**src/design/hrm_pkg.sv**
```systemverilog
// ----------------------------------------------------------------------------
// hrm_pkg
// Shared types and constants of the histogram running median filter.
// ----------------------------------------------------------------------------
package hrm_pkg;

  localparam int NBINS      = 256;
  localparam int BIN_AW     = 8;
  localparam int PIX_W      = 8;
  localparam int RADIUS_W   = 4;
  localparam int WIDTH_W    = 11;
  localparam int HEIGHT_W   = 13;
  localparam int MAX_HEIGHT = 4096;
  localparam int ROW_SW     = 14;
  localparam int PADDR_W    = 4;
  localparam int PDATA_W    = 32;

  localparam logic OP_PUSH  = 1'b0;
  localparam logic OP_FLUSH = 1'b1;

  typedef enum logic [2:0] {
    ST_CLEAR,
    ST_IDLE,
    ST_PREP,
    ST_SCAN,
    ST_DRAIN,
    ST_WALK,
    ST_EMIT
  } state_e;

  typedef enum logic [1:0] {
    REG_RADIUS = 2'd0,
    REG_WIDTH  = 2'd1,
    REG_HEIGHT = 2'd2
  } reg_e;

  typedef struct packed {
    logic              valid;
    logic              inc;
    logic [BIN_AW-1:0] addr;
  } bin_req_t;

endpackage

```
**src/design/hrm_bin_hist.sv**
```systemverilog
// ----------------------------------------------------------------------------
// hrm_bin_hist
// One channel's 256-bin histogram: increment, or read and clear, per beat.
// ----------------------------------------------------------------------------
module hrm_bin_hist #(
  parameter int CntW = 9
) (
  input  logic              clk_i,
  input  logic              rst_ni,
  input  hrm_pkg::bin_req_t req_i,
  output logic              rsp_valid_o,
  output logic [CntW-1:0]   rsp_cnt_o
);

  logic [CntW-1:0] mem [hrm_pkg::NBINS];
  logic [CntW-1:0] rdata_q;
  logic            p_valid_q, p_inc_q;
  logic [hrm_pkg::BIN_AW-1:0] p_addr_q, last_addr_q;
  logic            last_valid_q;
  logic [CntW-1:0] last_data_q;
  logic [CntW-1:0] cur, wr_data;

  // The previous write is not yet visible in the registered read data.
  always_comb begin
    cur = (last_valid_q && (last_addr_q == p_addr_q)) ? last_data_q : rdata_q;
    wr_data = p_inc_q ? cur + 1'b1 : '0;
  end

  always_ff @(posedge clk_i) begin
    rdata_q <= mem[req_i.addr];
    if (p_valid_q) begin
      mem[p_addr_q] <= wr_data;
    end
  end

  always_ff @(posedge clk_i or negedge rst_ni) begin
    if (!rst_ni) begin
      p_valid_q    <= 1'b0;
      p_inc_q      <= 1'b0;
      p_addr_q     <= '0;
      last_valid_q <= 1'b0;
      last_addr_q  <= '0;
      last_data_q  <= '0;
    end else begin
      p_valid_q    <= req_i.valid;
      p_inc_q      <= req_i.inc;
      p_addr_q     <= req_i.addr;
      last_valid_q <= p_valid_q;
      last_addr_q  <= p_addr_q;
      last_data_q  <= wr_data;
    end
  end

  assign rsp_valid_o = p_valid_q && !p_inc_q;
  assign rsp_cnt_o   = cur;

endmodule

```
**config.mk**
```make
export PLATFORM = sky130hd
export DESIGN_NAME = hrm_bin_hist
export DESIGN_NICKNAME = d
export VERILOG_FILES = /design/src/design/hrm_pkg.sv /design/src/design/hrm_bin_hist.sv
export SDC_FILE = /design/constraint.sdc
export NUM_CORES = 2
export LEC_CHECK = 0
export BUFFER_PORTS_ARGS = -buffer_cell sky130_fd_sc_hd__buf_2
export CAP_MARGIN = 20
export CORE_ASPECT_RATIO = 0.75
export CORE_MARGIN = 3
export CORE_UTILIZATION = 45
export DETAILED_ROUTE_END_ITERATION = 8
export HOLD_SLACK_MARGIN = 0.03
export PLACE_DENSITY = 0.58
export SYNTH_ARGS = -nofsm -noshare
export SYNTH_HDL_FRONTEND = slang
export SYNTH_SLANG_ARGS = --single-unit
```
**constraint.sdc**
```tcl
create_clock -name clk_i -period 36.1 [get_ports clk_i]
set_input_delay 10.83 -clock clk_i [delete_from_list [all_inputs] [get_ports clk_i]]
set_output_delay 10.83 -clock clk_i [all_outputs]
set_load 0.02 [all_outputs]
```
* Yosys cells after proc, flatten, opt, wreduce, memory -nomap -nowiden
Memories as Yosys holds them, arrays and structs flattened. A register that Yosys moved wholly into a read port is not among the register bits. Cells that the tools add are included.
Storage, ports and cells: register bits 28, memory bits (writable) 2304, bits of input ports 12, output and inout port bits 10, logic and storage cells 16, memories 1
Memory list:
- mem | words 256, width 9, rd ports 1, clocked after memory_dff 1, write ports 1, line hrm_bin_hist.sv:15 | logic [CntW-1:0] mem [hrm_pkg::NBINS];
Operators by class: $add $sub $neg 1, equal/unequal tests 1, muxes and demuxes 4, reduce and logical (&&, ||, !) cells 3
Operators with widths (number):
- 9-bit two-way mux | 2
- 9-bit by 1-bit adder with 9-bit output (second input constant) | 1
- 8-bit == test | 1
- 1-bit logical AND | 2
- 1-bit two-way mux | 2
- 1-bit logical NOT | 1

* Logic depth before layout (Yosys ltp)
word-level depth 5, gate-level depth with buffers 12, mapped depth without buffers 8

* Worst setup path after synthesis
OpenSTA, ideal clock, no wires.
kind reg-to-reg, from reg p_addr_q[5] in the netlist's numbering, to mem mem[0][2], data pin, setup time 2.224 ns, arrival 12.112 ns, data required time 33.876 ns, path slack 21.764 ns, stages on the path, launching flop included 10, buffers on the path 2, period minus slack after synthesis 14.336 ns, cell sequence dfrtp_1 -> buf_2 -> xnor2_1 -> nand3_1 -> nor3_1 -> buf_4 -> mux2_2 -> ha_1 -> nand2_1 -> nor3b_1
On the way: word-level cells in the longest chain between the ends 5
Ends and longest elaborated chain:
- start: declaration | line hrm_bin_hist.sv:18 | logic [hrm_pkg::BIN_AW-1:0] p_addr_q, last_addr_q;
- start signal: assignment | line hrm_bin_hist.sv:47 | p_addr_q <= req_i.addr;
- 8-bit == test | line hrm_bin_hist.sv:25 | cur = (last_valid_q && (last_addr_q == p_addr_q)) ? last_data_q : rdata_q;
- 1-bit logical AND | line hrm_bin_hist.sv:25
- 9-bit two-way mux | line hrm_bin_hist.sv:25
- net rsp_cnt_o[0] | line hrm_bin_hist.sv:12 | output logic [CntW-1:0] rsp_cnt_o
- 9-bit by 1-bit adder with 9-bit output | line hrm_bin_hist.sv:26 | wr_data = p_inc_q ? cur + 1'b1 : '0;
- 9-bit two-way mux | line hrm_bin_hist.sv:26
- net wr_data[2] | line hrm_bin_hist.sv:21 | logic [CntW-1:0] cur, wr_data;
- end: declaration | line hrm_bin_hist.sv:15
The timed path passes the listed nets, and every way through them passes these cells.

==> impl_metrics.csv <==
group,metric,value,unit
clock_network,clkSinkCount,2341,
global_routing,grt_pass1_vias,43200,
floorplan,fp.dieH,394,um
sta,relSlewSlack,0.244,
worst_setup_path,crit_fanout,92,
global_routing,antenna_found_initial,13,
floorplan,rows,141,
clock_network,numCtsBuffers,217,
final_layout,fin_cells,7235,
pwr,intPower,0.00442,W
synth,synth_nets,4324,
route,wirelength,228,mm
clock_network,hold_buffers,0,
synth,ys_ff_latch,2341,
pwr,seq_power_share,0.541,
hold_path,hold_class,"reg2reg",
pwr,pwr-share-clk,0.395,
floorplan,coreArea,198000,um2
clock_network,htree_levels,4,
synth,synth.avg_cell_area,20.9,um2
clock_network,cts-root-to-sink-buffers,3,
pwr,vdd_drop_max,0.0578,mV
worst_setup_path,required,36830,ps
synth,async_flop_share,0.0120,
placed_design,pre_cts_ws,19740,ps
sta,period_share,0.423,
placed_design,io_buffers,21,
clock_network,cts_tree,"built",
worst_setup_path,worstSetupPathType,"in2reg",
final_layout,layout.nets,4418,
sta,max_freq,0.0655,GHz
placed_design,dpl.cell_count,6806,
sta,tightestPinTransition,1130,ps
clock_network,cts_setup_buffers,0,
global_routing,grt_use_total,0.221,
route,viasPerCell,6.10,
clock_network,cts_root_buf,"clkbuf_16",
pwr,net-switching-power,0.00127,W
floorplan,initial_core_util,0.455,
clock_network,cts.repair.resized,0,
final_layout,drive_gt1_frac,0.210,
route,drt-initial-drc-count,5361,
route,vias,44100,
global_routing,grt_max_degree,175,
synth,yosysWarnings,0,
placed_design,hpwl,137,mm
route,route.detailed.drc,0,
sta,final-hold-violation-count,0,
route,antenna_left,0,
floorplan,die_area,206000,um2
synth,synth_area,90200,um2
synth,synth_cells,4311,
pwr,p_leak,31.3,nW
synth,synth_edf_count,2304,
floorplan,die_w,523,um
sta,tns,0,ps
sta,fin_skew,52.0,ps
pwr,p_comb_frac,0.064,
run,drv_cap,0,
floorplan,ios,22,
placed_design,place_congestion,0.844,
global_routing,grt_pass1_wl,328,mm
synth,synth_cell_types,57,
synth,synthFlopType,"edfxtp_1",
route,wl_per_cell,31.5,um
sta,maxSlewViolCount,0,
clock_network,clk_latency,840,ps
route,firstDrtPassIters,6,
final_layout,syn_to_final_growth,11.3,%
final_layout,fin_util,0.506,
worst_setup_path,startpoint_type,"input port",
worst_setup_path,cp-end-kind,"flip-flop",
sta,setup_slack,20830,ps
pwr,p_sw_frac,0.224,
sta,setup_viol,0,
pwr,p_per_area,56.8,nW/um2
synth,ys_seq_area_frac,0.777,
sta,rsz0062_at_grt,"false",
global_routing,grt_overflow,0,
sta,min_period,15270,ps
outcome,status,"completed",
worst_setup_path,arrival,16000,ps
clock_network,clkTransAtPathRegs,70,ps
## layout make-up
class                   instances  area [um2]
fillers                     15600       97800
flip-flops and latches       2341       70100
multi-input cells            1693       18800
clock buffers                 271        5700
well taps                    2645        3310
repair buffers                145        1240
clock inverters               130        1220
inverters                       7        26.3
diodes                          3        7.51
## logic make-up after synthesis
kind of cell / count (synthesis) / synth area share
multiplexers: 665 / 0.141
buffers and inverters: 277 / 0.0161
AO/OA/AOI/OAI: 491 / 0.0385
adder cells (fa/ha/maj): 1 / 0.000139
AND/OR/NAND/NOR: 525 / 0.0259
flip-flops: 2341 / 0.777
XOR/XNOR: 11 / 0.00107
## registers in the layout, summed over array words and instances, names as in the netlist
signal        count
mem            2304
last_data_q       9
rdata_q           9
last_addr_q       8
p_addr_q          8
last_valid_q      1
p_inc_q           1
p_valid_q         1
## stage by stage
stage          hold slack (ps)  area [um2]  power [W]
2_1_floorplan              349       90200    0.00338
3_3_place_gp               562       93000    0.00350
3_5_place_dp               566       93100    0.00351
4_1_cts                    578      100000    0.00573
5_1_grt                    599      100000    0.00587
6_report                   581      100000    0.00570
## metal layers
| layer | routed length (um) | global-route usage | share of wire | up-vias |
|---|---|---|---|---|
| met2 | 98100 | 0.305 | 0.43 | 1932 |
| met3 | 21900 | 0.0525 | 0.096 | 250 |
| met4 | 3970 | 0.0402 | 0.017 | 4 |
| met5 | 140 | 0 | 0.00061 | - |
| met1 | 104000 | 0.359 | 0.46 | 23700 |
| li1 | - | - | - | 18200 |
## synth_stat cells, types with 25 or more instances
cell type / n / area share
nor2_1: 299 / 0.012
dfrtp_1: 28 / 0.0078
o22ai_1: 27 / 0.0019
buf_6: 25 / 0.0031
a22oi_1: 182 / 0.015
o21ai_0: 41 / 0.0023
o221ai_1: 42 / 0.0041
edfxtp_1: 2304 / 0.77
buf_2: 65 / 0.0036
mux2i_1: 169 / 0.019
nand3_1: 42 / 0.0023
mux4_2: 485 / 0.12
clkbuf_1: 133 / 0.0055
nand2_1: 82 / 0.0034
buf_4: 28 / 0.0023
a21oi_1: 94 / 0.0052
a221oi_1: 35 / 0.0034
## worst paths after layout
path	from	endpoint	slack [ps]	cells after the start
max in group asynchronous	rst_ni	last_data_q[6]$_DFF_PN0_	25490	1
min in group asynchronous	rst_ni	p_valid_q$_DFF_PN0_	10070	1
hold reg to reg	p_addr_q[5]$_DFF_PN0_	last_addr_q[5]$_DFF_PN0_	580	0
setup / recovery	req_i[0]	rdata_q[1]$_DFF_P_	20830	11
setup reg to reg	p_addr_q[1]$_DFF_PN0_	mem[164][6]$_DFFE_PP_	30220	10
hold / removal	p_addr_q[5]$_DFF_PN0_	last_addr_q[5]$_DFF_PN0_	580	0
## power by group through the flow
stage	combinational, W	sequential, W	clock, W
3_5_place_dp	0.000365	0.00314	0
5_1_grt	0.000388	0.00308	0.00240
2_1_floorplan	0.000203	0.00318	0
3_3_place_gp	0.000357	0.00314	0
6_report	0.000364	0.00308	0.00225
4_1_cts	0.000365	0.00308	0.00229
## layout by cell type, fill, tap and decap left out, drive strengths merged, types with 27 or more instances in the layout
cell type	count
nand2	82
mux4	485
nor2	299
edfxtp	2304
o22ai	27
a22oi	182
dfrtp	28
a221oi	35
mux2i	169
a21oi	94
clkbuf	272
buf	144
clkinv	99
o221ai	42
o21ai	42
nand3	42
## critical path: stages
cell and delay, ps:
buf_8 470, buf_12 630, buf_4 780, buf_4 670, buf_4 610, mux4_2 570, a22oi_1 420, nand2_1 100
a22oi_1 340, o211ai_1 210, and4_1 220
Power figures use the tool's default switching activity.
